==> src/hw/rtl/ogae_pkg.sv <==
// Shared constants, types and command/status structs of the occupancy grid area engine.
package ogae_pkg;

    localparam int MAX_GRID = 64;
    localparam int ADDR_W   = $clog2(MAX_GRID);
    localparam int CNT_W    = ADDR_W + 1;

    localparam int GRID_W  = 7;
    localparam int COORD_W = 8;
    localparam int SIZE_W  = 7;
    localparam int EXT_W   = 10;

    localparam logic [GRID_W-1:0] GRID_RESET = 7'd64;

    localparam logic signed [EXT_W-1:0] GRID_MAX_E = EXT_W'(MAX_GRID);
    localparam logic signed [EXT_W-1:0] ZERO_E     = '0;
    localparam logic signed [EXT_W-1:0] ONE_E      = EXT_W'(1);
    localparam logic signed [EXT_W-1:0] TWO_E      = EXT_W'(2);

    typedef enum logic [1:0] {
        MODE_MARK       = 2'd0,
        MODE_CHECK_AREA = 2'd1,
        MODE_DEPLOY     = 2'd2,
        MODE_QUERY      = 2'd3
    } mode_t;

    typedef enum logic [2:0] {
        ST_IDLE,
        ST_SETUP,
        ST_PREP,
        ST_SCAN,
        ST_DONE
    } state_t;

    typedef struct packed {
        logic load;
        logic setup;
        logic prep;
        logic scan;
        logic finish;
    } cmd_t;

    typedef struct packed {
        logic skip;
        logic scan_done;
        logic out_free;
    } status_t;

endpackage

==> src/hw/rtl/ogae_ram.sv <==
// Generic simple dual-port RAM with one write port and a registered read port.
module ogae_ram #(
    parameter int WIDTH = 8,
    parameter int DEPTH = 16
) (
    input  logic                     clk,
    input  logic                     we,
    input  logic [$clog2(DEPTH)-1:0] waddr,
    input  logic [WIDTH-1:0]         wdata,
    input  logic                     re,
    input  logic [$clog2(DEPTH)-1:0] raddr,
    output logic [WIDTH-1:0]         rdata
);

    logic [WIDTH-1:0] mem [DEPTH];

    always_ff @(posedge clk)
    begin
        if (we)
        begin
            mem[waddr] <= wdata;
        end
        if (re)
        begin
            rdata <= mem[raddr];
        end
    end

endmodule

==> src/hw/rtl/ogae_ctrl.sv <==
// Sequencing state machine of the occupancy grid area engine.
module ogae_ctrl
    import ogae_pkg::*;
(
    input  logic    clk,
    input  logic    rst_n,
    input  logic    s_tvalid,
    output logic    s_tready,
    input  status_t status,
    output cmd_t    cmd
);

    state_t state_reg;
    state_t state_next;

    always_ff @(posedge clk or negedge rst_n)
    begin
        if (!rst_n)
        begin
            state_reg <= ST_IDLE;
        end
        else
        begin
            state_reg <= state_next;
        end
    end

    always_comb
    begin
        state_next = state_reg;
        case (state_reg)
            ST_IDLE:
            begin
                if (s_tvalid)
                begin
                    state_next = ST_SETUP;
                end
            end
            ST_SETUP:
            begin
                state_next = ST_PREP;
            end
            ST_PREP:
            begin
                state_next = status.skip ? ST_DONE : ST_SCAN;
            end
            ST_SCAN:
            begin
                if (status.scan_done)
                begin
                    state_next = ST_DONE;
                end
            end
            ST_DONE:
            begin
                if (status.out_free)
                begin
                    state_next = ST_IDLE;
                end
            end
            default:
            begin
                state_next = ST_IDLE;
            end
        endcase
    end

    always_comb
    begin
        s_tready = 1'b0;
        cmd      = '0;
        case (state_reg)
            ST_IDLE:
            begin
                s_tready = 1'b1;
                cmd.load = s_tvalid;
            end
            ST_SETUP:
            begin
                cmd.setup = 1'b1;
            end
            ST_PREP:
            begin
                cmd.prep = 1'b1;
            end
            ST_SCAN:
            begin
                cmd.scan = 1'b1;
            end
            ST_DONE:
            begin
                cmd.finish = status.out_free;
            end
            default:
            begin
                s_tready = 1'b0;
            end
        endcase
    end

endmodule

==> src/hw/rtl/ogae_datapath.sv <==
// Bounds arithmetic, row scan over the occupancy memory and the result register.
module ogae_datapath
    import ogae_pkg::*;
(
    input  logic              clk,
    input  logic              rst_n,
    input  cmd_t              cmd,
    output status_t           status,
    input  logic [1:0]        s_tuser,
    input  logic [31:0]       s_tdata,
    input  logic              cfg_valid,
    input  logic [GRID_W-1:0] cfg_data,
    input  logic              m_tready,
    output logic              m_tvalid,
    output logic [7:0]        m_tdata
);

    function automatic logic [CNT_W-1:0] clip(input logic signed [EXT_W-1:0] v,
                                             input logic signed [EXT_W-1:0] n);
        logic signed [EXT_W-1:0] r;
        r = v;
        if (v < ZERO_E)
        begin
            r = ZERO_E;
        end
        else if (v > n)
        begin
            r = n;
        end
        return r[CNT_W-1:0];
    endfunction

    // Request fields
    mode_t                     mode_reg;
    logic signed [COORD_W-1:0] sx_reg;
    logic signed [COORD_W-1:0] sy_reg;
    logic [SIZE_W-1:0]         w_reg;
    logic [SIZE_W-1:0]         h_reg;
    logic                      occ_reg;

    logic [GRID_W-1:0]         grid_reg;

    // Clipped bounds and scan state
    logic [CNT_W-1:0]    xlo_reg;
    logic [CNT_W-1:0]    xhi_reg;
    logic [CNT_W-1:0]    ylo_reg;
    logic [CNT_W-1:0]    yhi_reg;
    logic                skip_reg;
    logic                preset_reg;
    logic [MAX_GRID-1:0] mask_reg;
    logic [CNT_W-1:0]    row_reg;
    logic                pend_reg;
    logic [ADDR_W-1:0]   pend_addr_reg;
    logic                rvalid_reg;
    logic                hit_reg;
    logic [MAX_GRID-1:0] valid_reg;
    logic                out_valid_reg;
    logic                answer_reg;

    logic signed [EXT_W-1:0] n_e;
    logic signed [EXT_W-1:0] grid_e;
    logic signed [EXT_W-1:0] sx_e;
    logic signed [EXT_W-1:0] sy_e;
    logic signed [EXT_W-1:0] w_e;
    logic signed [EXT_W-1:0] h_e;
    logic signed [EXT_W-1:0] xlo_s;
    logic signed [EXT_W-1:0] xhi_s;
    logic signed [EXT_W-1:0] ylo_s;
    logic signed [EXT_W-1:0] yhi_s;
    logic                    cell_in;
    logic                    rect_in;
    logic                    skip_c;
    logic                    preset_c;

    logic                    issue;
    logic [ADDR_W-1:0]       rd_addr;
    logic [MAX_GRID-1:0]     ram_q;
    logic [MAX_GRID-1:0]     row_data;
    logic                    we;
    logic [MAX_GRID-1:0]     wdata;
    logic                    answer_c;

    assign grid_e = $signed({{(EXT_W-GRID_W){1'b0}}, grid_reg});
    assign n_e    = (grid_e > GRID_MAX_E) ? GRID_MAX_E : grid_e;
    assign sx_e   = $signed({{(EXT_W-COORD_W){sx_reg[COORD_W-1]}}, sx_reg});
    assign sy_e   = $signed({{(EXT_W-COORD_W){sy_reg[COORD_W-1]}}, sy_reg});
    assign w_e    = $signed({{(EXT_W-SIZE_W){1'b0}}, w_reg});
    assign h_e    = $signed({{(EXT_W-SIZE_W){1'b0}}, h_reg});

    assign cell_in = (sx_e >= ZERO_E) && (sy_e >= ZERO_E) && (sx_e < n_e) && (sy_e < n_e);

    // Every mode becomes a window [lo, hi) in each axis, clipped to the grid.
    always_comb
    begin
        xlo_s    = sx_e;
        xhi_s    = sx_e + w_e;
        ylo_s    = sy_e;
        yhi_s    = sy_e + h_e;
        skip_c   = 1'b0;
        preset_c = 1'b0;
        case (mode_reg)
            MODE_MARK:
            begin
                skip_c = 1'b0;
            end
            MODE_CHECK_AREA:
            begin
                skip_c = !rect_in;
            end
            MODE_DEPLOY:
            begin
                xlo_s  = sx_e - ONE_E;
                xhi_s  = sx_e + TWO_E;
                ylo_s  = sy_e - ONE_E;
                yhi_s  = sy_e + TWO_E;
                skip_c = !cell_in;
            end
            MODE_QUERY:
            begin
                xhi_s    = sx_e + ONE_E;
                yhi_s    = sy_e + ONE_E;
                skip_c   = !cell_in;
                preset_c = 1'b1;
            end
            default:
            begin
                skip_c = 1'b1;
            end
        endcase
    end

    assign rect_in = (sx_e >= ZERO_E) && (sy_e >= ZERO_E)
                     && (sx_e + w_e <= n_e) && (sy_e + h_e <= n_e);

    // Row scan: a read is issued each cycle while the row that came back last
    // cycle is checked or rewritten.
    assign issue    = cmd.scan && (row_reg < yhi_reg);
    assign rd_addr  = row_reg[ADDR_W-1:0];
    assign row_data = rvalid_reg ? ram_q : '0;
    assign we       = pend_reg && (mode_reg == MODE_MARK);
    assign wdata    = (row_data & ~mask_reg) | (occ_reg ? mask_reg : '0);

    ogae_ram #(
        .WIDTH (MAX_GRID),
        .DEPTH (MAX_GRID)
    ) u_ram (
        .clk   (clk),
        .we    (we),
        .waddr (pend_addr_reg),
        .wdata (wdata),
        .re    (issue),
        .raddr (rd_addr),
        .rdata (ram_q)
    );

    always_comb
    begin
        if (mode_reg == MODE_MARK)
        begin
            answer_c = 1'b1;
        end
        else if (skip_reg)
        begin
            answer_c = preset_reg;
        end
        else if (mode_reg == MODE_QUERY)
        begin
            answer_c = hit_reg;
        end
        else
        begin
            answer_c = !hit_reg;
        end
    end

    always_ff @(posedge clk or negedge rst_n)
    begin
        if (!rst_n)
        begin
            grid_reg      <= GRID_RESET;
            valid_reg     <= '0;
            pend_reg      <= 1'b0;
            out_valid_reg <= 1'b0;
        end
        else
        begin
            if (cfg_valid)
            begin
                grid_reg <= cfg_data;
            end
            if (we)
            begin
                valid_reg[pend_addr_reg] <= 1'b1;
            end
            pend_reg <= issue;
            if (cmd.finish)
            begin
                out_valid_reg <= 1'b1;
            end
            else if (m_tready)
            begin
                out_valid_reg <= 1'b0;
            end
        end
    end

    always_ff @(posedge clk)
    begin
        if (cmd.load)
        begin
            mode_reg <= mode_t'(s_tuser);
            sx_reg   <= s_tdata[7:0];
            sy_reg   <= s_tdata[15:8];
            w_reg    <= s_tdata[22:16];
            h_reg    <= s_tdata[29:23];
            occ_reg  <= s_tdata[30];
        end
        if (cmd.setup)
        begin
            xlo_reg    <= clip(xlo_s, n_e);
            xhi_reg    <= clip(xhi_s, n_e);
            ylo_reg    <= clip(ylo_s, n_e);
            yhi_reg    <= clip(yhi_s, n_e);
            skip_reg   <= skip_c;
            preset_reg <= preset_c;
        end
        if (cmd.prep)
        begin
            mask_reg <= ~({MAX_GRID{1'b1}} << xhi_reg) & ({MAX_GRID{1'b1}} << xlo_reg);
            row_reg  <= ylo_reg;
            hit_reg  <= 1'b0;
        end
        if (issue)
        begin
            row_reg       <= row_reg + CNT_W'(1);
            pend_addr_reg <= rd_addr;
            rvalid_reg    <= valid_reg[rd_addr];
        end
        if (pend_reg && (mode_reg != MODE_MARK))
        begin
            hit_reg <= hit_reg | (|(row_data & mask_reg));
        end
        if (cmd.finish)
        begin
            answer_reg <= answer_c;
        end
    end

    assign status.skip      = skip_reg;
    assign status.scan_done = !(row_reg < yhi_reg) && !pend_reg;
    assign status.out_free  = !out_valid_reg || m_tready;

    assign m_tvalid = out_valid_reg;
    assign m_tdata  = {7'd0, answer_reg};

endmodule

==> src/hw/rtl/occupancy_grid_area_engine.sv <==
// Top level of the occupancy grid area engine: controller and datapath.
//
//  channel | direction | handshake              | payload
//  s       | in        | s_tvalid / s_tready    | s_tdata, s_tuser (mode)
//  m       | out       | m_tvalid / m_tready    | m_tdata (answer)
//  cfg     | in        | cfg_valid / cfg_ready  | cfg_data (grid_size)
//
// A request goes from transfer through setup and bounds preparation and a scan of the R
// grid rows its window covers (1 to 64) to the result register; a window with no rows
// reads none, and a request rejected by the bounds test skips the scan. The row scan reads
// one memory row per cycle, with a mark written back through the second port in the cycle after its read.
// Reset clears the grid size to 64 and every row's valid bit, so all cells read free.
// A result waits in the output register while the next request is transferred; that
// request then holds before its result until the output register is free.
module occupancy_grid_area_engine
    import ogae_pkg::*;
(
    input  logic              clk,
    input  logic              rst_n,
    input  logic              s_tvalid,
    output logic              s_tready,
    // [7:0] start_x, [15:8] start_y, [22:16] area_width, [29:23] area_height,
    // [30] occupied, [31] zero
    input  logic [31:0]       s_tdata,
    // [1:0] mode
    input  logic [1:0]        s_tuser,
    output logic              m_tvalid,
    input  logic              m_tready,
    // [0] answer, [7:1] zero
    output logic [7:0]        m_tdata,
    input  logic              cfg_valid,
    output logic              cfg_ready,
    input  logic [GRID_W-1:0] cfg_data
);

    cmd_t    cmd;
    status_t status;

    assign cfg_ready = 1'b1;

    ogae_ctrl u_ctrl (
        .clk      (clk),
        .rst_n    (rst_n),
        .s_tvalid (s_tvalid),
        .s_tready (s_tready),
        .status   (status),
        .cmd      (cmd)
    );

    ogae_datapath u_datapath (
        .clk       (clk),
        .rst_n     (rst_n),
        .cmd       (cmd),
        .status    (status),
        .s_tuser   (s_tuser),
        .s_tdata   (s_tdata),
        .cfg_valid (cfg_valid),
        .cfg_data  (cfg_data),
        .m_tready  (m_tready),
        .m_tvalid  (m_tvalid),
        .m_tdata   (m_tdata)
    );

endmodule

==> config.mk <==
export PLATFORM = sky130hd
export DESIGN_NAME = occupancy_grid_area_engine
export DESIGN_NICKNAME = d
export VERILOG_FILES = /design/src/hw/rtl/ogae_pkg.sv /design/src/hw/rtl/ogae_ram.sv /design/src/hw/rtl/ogae_ctrl.sv /design/src/hw/rtl/ogae_datapath.sv /design/src/hw/rtl/occupancy_grid_area_engine.sv
export SDC_FILE = /design/constraint.sdc
export NUM_CORES = 2
export LEC_CHECK = 0
export BUFFER_PORTS_ARGS = -buffer_cell sky130_fd_sc_hd__buf_2
export CAP_MARGIN = 20
export CORE_AREA = 5 5 565 623
export DETAILED_ROUTE_END_ITERATION = 6
export DIE_AREA = 0 0 570 628
export HOLD_SLACK_MARGIN = 0.08
export PLACE_DENSITY = 0.69
export SLEW_MARGIN = 25
export SYNTH_ARGS = -nofsm -noshare
export SYNTH_HDL_FRONTEND = slang
export SYNTH_SLANG_ARGS = --single-unit
==> constraint.sdc <==
create_clock -name clk -period 6.54 [get_ports clk]
set_clock_uncertainty 0.05 [all_clocks]
set_input_delay 0.981 -clock clk [delete_from_list [all_inputs] [get_ports clk]]
set_output_delay 0.981 -clock clk [all_outputs]
set_load 0.01 [all_outputs]
### Yosys cells after proc, flatten, opt, wreduce, memory -nomap -nowiden

Memories as Yosys holds them, arrays and structs flattened. A register that Yosys moved wholly into a read port is not among the register bits.
Index checks and enable logic that the tools add are counted.

| cells by class | value |
|---|---|
| muxes and demuxes | 38 |
| equality and inequality tests | 10 |
| bitwise gates (word level) | 8 |
| reduce and logical (&&, ||, !) cells | 26 |
| add/subtract/negate cells | 9 |
| shifts and indexed selects | 2 |
| order comparisons | 19 |

Operators by type and width:

| kind | count |
|---|---|
| 64-bit AND | 3 |
| 64-bit two-way mux | 2 |
| 64-bit inverter | 2 |
| 64-bit bitwise OR | 2 |
| 64-bit by 7-bit << shifter with 64-bit output, first input constant | 2 |
| 64-bit OR reduction | 1 |
| 7-bit two-way mux | 7 |
| 10-bit by 8-bit greater-than comparator with 1-bit output | 4 |
| 10-bit by 1-bit < comparator with 1-bit output, second input constant | 4 |
| 10-bit case mux with 2 select lines | 2 |
| 10-bit <= comparator | 2 |
| 10-bit two-way mux | 2 |
| 8-bit by 2-bit adder with 9-bit output, second input constant | 2 |
| 8-bit by 3-bit adder with 9-bit output, second input constant | 2 |
| 8-bit by 8-bit adder with 9-bit output | 2 |
| 8-bit by 2-bit subtractor with 9-bit output, second input constant | 2 |
| 1-bit two-way mux | 17 |
| 8-bit by 1-bit greater-or-equal comparator with 1-bit output, second input constant | 2 |
| 8-bit < comparator | 2 |
| 3-bit case mux with 5 select lines | 1 |
| 6-bit by 7-bit < comparator with 1-bit output, second input constant | 2 |
| 3-bit two-way mux | 4 |
| 1-bit logical AND | 10 |
| 2-bit nonzero test | 4 |
| other kinds (21) | 29 |

| storage, ports and cells | value |
|---|---|
| word-level logic and storage cells | 136 |
| register bits after elaboration | 219 |
| memory bits (writable) | 4096 |
| bits of input ports | 46 |
| memories kept | 1 |
| output and inout port bits | 11 |

Memories:

| memory | words | width | rd ports | clocked after Yosys merged registers in | wr ports | RTL line | text |
|---|---|---|---|---|---|---|---|
| u_datapath.u_ram.mem | 64 | 64 | 1 | 1 | 1 | ogae_ram.sv:15 | `logic [WIDTH-1:0] mem [DEPTH];` |

### Logic depth before layout (Yosys ltp)

| depth | value |
|---|---|
| word-level depth | 7 |
| gate-level depth with buffers | 15 |
| depth with buffers taken out | 15 |

### Hierarchy

Synthesis repeated with hierarchy kept, for this count alone.

| unflattened totals | value |
|---|---|
| cell total of the unflattened synthesis | 7936 |
| area total of the unflattened synthesis | 170619.9 um2 |

Modules (own cells, without submodules):

| module | area each (um2) | cells an instance | sequential area each (um2) | times used |
|---|---|---|---|---|
| ogae_ram | 156989.3 | 6598 | 124919.8 | 1 |
| ogae_datapath | 13416.6 | 1314 | 6122.1 | 1 |
| ogae_ctrl | 202.7 | 22 | 75.1 | 1 |
| occupancy_grid_area_engine | 11.3 | 2 | 0.0 | 1 |

### Least setup slack after synthesis

Ideal clock, no wire load.

| path | value |
|---|---|
| kind | register -> register |
| start point | register u_datapath.mode_reg[1] |
| end point | memory u_datapath.u_ram.mem[62][0] in the netlist's numbering, enable pin |
| clock period less this slack | 4.596 ns |
| setup slack | 1.944 ns |
| arrival | 4.059 ns |
| cell stages (with the launch flop) | 8 |
| path buffers | 2 |
| path through | edfxtp_1 > buf_4 > clkbuf_1 > nor2_1 > nand2_1 > nor2_1 > nand3_1 > nor2_1 |

| between the ends | value |
|---|---|
| word-level cells in the longest chain between the ends | 4 |

RTL lines:

| what | RTL line | text |
|---|---|---|
| from (decl) | ogae_datapath.sv:34 | `mode_t mode_reg;` |
| from (signal assigned) | ogae_datapath.sv:211 | `mode_reg <= mode_t'(s_tuser);` |
| 2-bit logical NOT | ogae_datapath.sv:140 | `assign we = pend_reg && (mode_reg == MODE_MARK);` |
| 1-bit logical AND | ogae_datapath.sv:140 |  |
| 1-bit two-way mux | ogae_ram.sv:19 | `if (we)` |
| 1-bit two-way mux (implied by the code) | ogae_ram.sv:21 | `mem[waddr] <= wdata;` |
| to (decl) | ogae_ram.sv:15 |  |

No other way between the ends.

### Final worst setup path

| path | value |
|---|---|
| start point | register u_datapath.mode_reg[1] |
| end point | memory u_datapath.u_ram.mem[62][58] in the netlist's numbering, enable pin |

The elaborated chain is that of the path after synthesis.

==> results.ini <==
[hold_path]
holdCritPathClass=input pin to register

[detailed_routing]
first_iter_violations=10600
drt-pass1-iter-count=6
totalWireLength_um=446000
drt_drc_violations_left=0
drtAntennaViolNets=0
via_per_inst=6.48
dr_total_vias=85300
wl_per_cell_um=33.8

[setup_path]
slowest_stage=nand3_1
critical_path_buf_inv_count=1
cpMostUsedCell=nor2_1
slowest_delay_ps=890
cp-end-kind=register
cp.arrival_ps=5240
path_cells=nor2_1 > nand2_1 > nor2_1 > nand3_1 > nor2_4 > buf_4
start_kind=register
cp_max_fo=25
worstSetupPathType=register to register
critPathTopFamily=simple AND/OR/NAND/NOR gates
crit_required_ps=7110

[layout]
largest_reg_flops=4096
num-fill-cells=24500
drive_above_1_share_pct=28.0
stdcell_count=13200
layout_common_cells=edfxtp_1 (4303), mux4_2 (1110), clkbuf_16 (421), nand2_1 (243), mux2i_1 (214)
fin_nets=8374
max_flop_register=u_datapath.u_ram.mem
syn_to_final_growth_pct=13.3
layout_commonest_cell=edfxtp_1

[sta]
hold_ws_ps=176
period_share_pct=71.4
min_period_ps=4670
slew_headroom_pct=25.2
fmax_ghz=0.214
tightest_slew_ps=1090
finalHoldViolCount=0
setup_violations=0
fin_setup_tns_ps=0
setup_ws_ps=1870
drv_slew=0
rsz0062_at_grt=no

[logic_synthesis]
synthSimpleGateAreaFrac_pct=2.09
synth.largest_area_cell=edfxtp_1
yosysWarnings=0
synth_xor_area_share_pct=0.179
seq_area_frac_synth_pct=76.5
postSynth.asyncResetShare_pct=1.74
synth_mux_area_share_pct=16.7
synth_compound_area_share_pct=2.66
synth_top_family_by_area=multiplexers
synthAdderAreaFrac_pct=0.658
synthTopCellsByArea=edfxtp_1 (75%), mux4_2 (15%), mux2i_1 (1.2%)
synth_top_flop_cell=edfxtp_1
synth-edff-count=4303
ys_ff_latch=4379
synthDistinctLibCells=69
synthCells=7906
avgSynthCellArea_sq_um=21.7
yosys.area.top_type_share_pct=75.4
syn-cell-area_sq_um=171000

[pwr]
ir_worst_vdd_mv=0.412
power_density_nw_per_um2=410
p_leak_nw=61.9

[clock_tree]
clock-sinks=4379
cts-root-buf=clkbuf_16
cts_buffer_depth=4
clk_latency_ps=970
cts_setup_buffers=0
cts_buffers=416
clk_pin_slew_ps=60
tritoncts=done
h-tree-depth=5

[die]
start_util_pct=49.6
rows=227
die_area_sq_um=358000
die_w_um=570
ios=57
die_h_um=628
core_sq_um=346000

[global_routing]
grt_pass1_wl_um=634000
gr-total-overflow=0
grt_pass1_vias=85600
antenna_found_initial=5
grt_start_max_net_pins=121
track_usage_pct=24.6

[placed_design]
io_buffer_count=47
post-place-ws_ps=2050
placed_cells=12400
place_congestion=0.876
dpl.hpwl_um=238000

[outcome]
status=finished, final reports clean

[run]
drv_cap=0

[metal layers]
layer,track usage (%),routed length (um),part of all wire (%)
met1,33.3,164000,37
met2,39.8,219000,49
met3,4.77,43000,9.7
met4,9.72,20000,4.5
met5,0,0,0
[power breakdown]
group          internal [W]  switching, W  leakage, nW
combinational       0.00866        0.0121         15.1
sequential           0.0340      0.000797         40.1
clock                0.0135        0.0105         6.61
total                0.0562        0.0234         61.9
[cell usage after synthesis, types with 7 or more instances]
cell / n
or3_1: 7
mux2_2: 131
xor2_1: 12
buf_2: 146
or2_2: 71
a311oi_1: 8
a21o_1: 10
nand4_1: 17
a221oi_1: 30
o221ai_1: 60
and2_1: 7
nand2b_1: 19
nand2_1: 243
clkbuf_1: 220
buf_6: 8
mux4_2: 1110
mux2i_1: 214
a31oi_1: 7
buf_4: 30
nor2_1: 236
xnor2_1: 23
nand3_1: 21
buf_1: 41
dfrtp_1: 75
o21ai_0: 158
edfxtp_1: 4303
nor2b_1: 92
a211oi_1: 136
nor3_1: 22
o22ai_1: 7
a22oi_1: 31
inv_1: 32
a21oi_1: 185
a22o_1: 21
nor4_1: 8
ha_1: 87
o21a_1: 16
[worst register-to-register path: stages, from the launching register on]
cell      delay [ps]
edfxtp_1         720
nor2_1           430
nand2_1          100
nor2_1           690
nand3_1          890
nor2_4           870
buf_4            570
[metrics by stage]
step	instance area, sq um	util, %	total power (W)
floorplan	172000	-	0.0497
global placement	180000	51.9	0.0553
detailed placement	181000	52.2	0.0561
CTS	194000	56.2	0.0799
global route	194000	56.2	0.0826
finish	194000	56.2	0.0796
[logic make-up after synthesis]
logic type / Yosys count
DFF: 4379
xor gates and xnor gates: 35
muxes: 1455
buffers and inverters: 477
and+or+nand+nor: 767
other: 2
adders and majority gates: 89
AOI/OAI and AO/OA: 702
[cell type report]
type                       instances  area, sq um  share of cell area [%]
antenna                            5         12.5                 0.00644
sequential                      4379       131000                    67.5
clock buffer                     503        10900                    5.60
multi-input combinational       3056        39500                    20.3
timing repair buffer             354         4180                    2.15
inverter                          32          120                  0.0618
clock inverter                   258         2710                    1.40
tap                             4580         5730                    2.95
[timing repair]
action | in CTS | in global routing
hold endpoints to repair | 10 | 0
hold buffers | 1 | 0
resized for setup | 0 | 0
[worst paths after layout]
path	endpoint	startpoint	depth (start not counted)	slack, ps
worst max-delay path	u_datapath.u_ram.mem[62][58]	u_datapath.mode_reg[1]	6	1870
worst min-delay path	u_datapath.sx_reg[3]	s_tdata[3]	1	180
worst max register to register	u_datapath.u_ram.mem[62][58]	u_datapath.mode_reg[1]	6	1870
worst min register to register	u_datapath.valid_reg[17]	u_datapath.valid_reg[17]	1	420
max in group asynchronous	u_datapath.valid_reg[30]	rst_n	4	5190
min in group asynchronous	u_ctrl.state_reg[0]	rst_n	2	400
No activity file was read; power rests on OpenSTA's default activity.
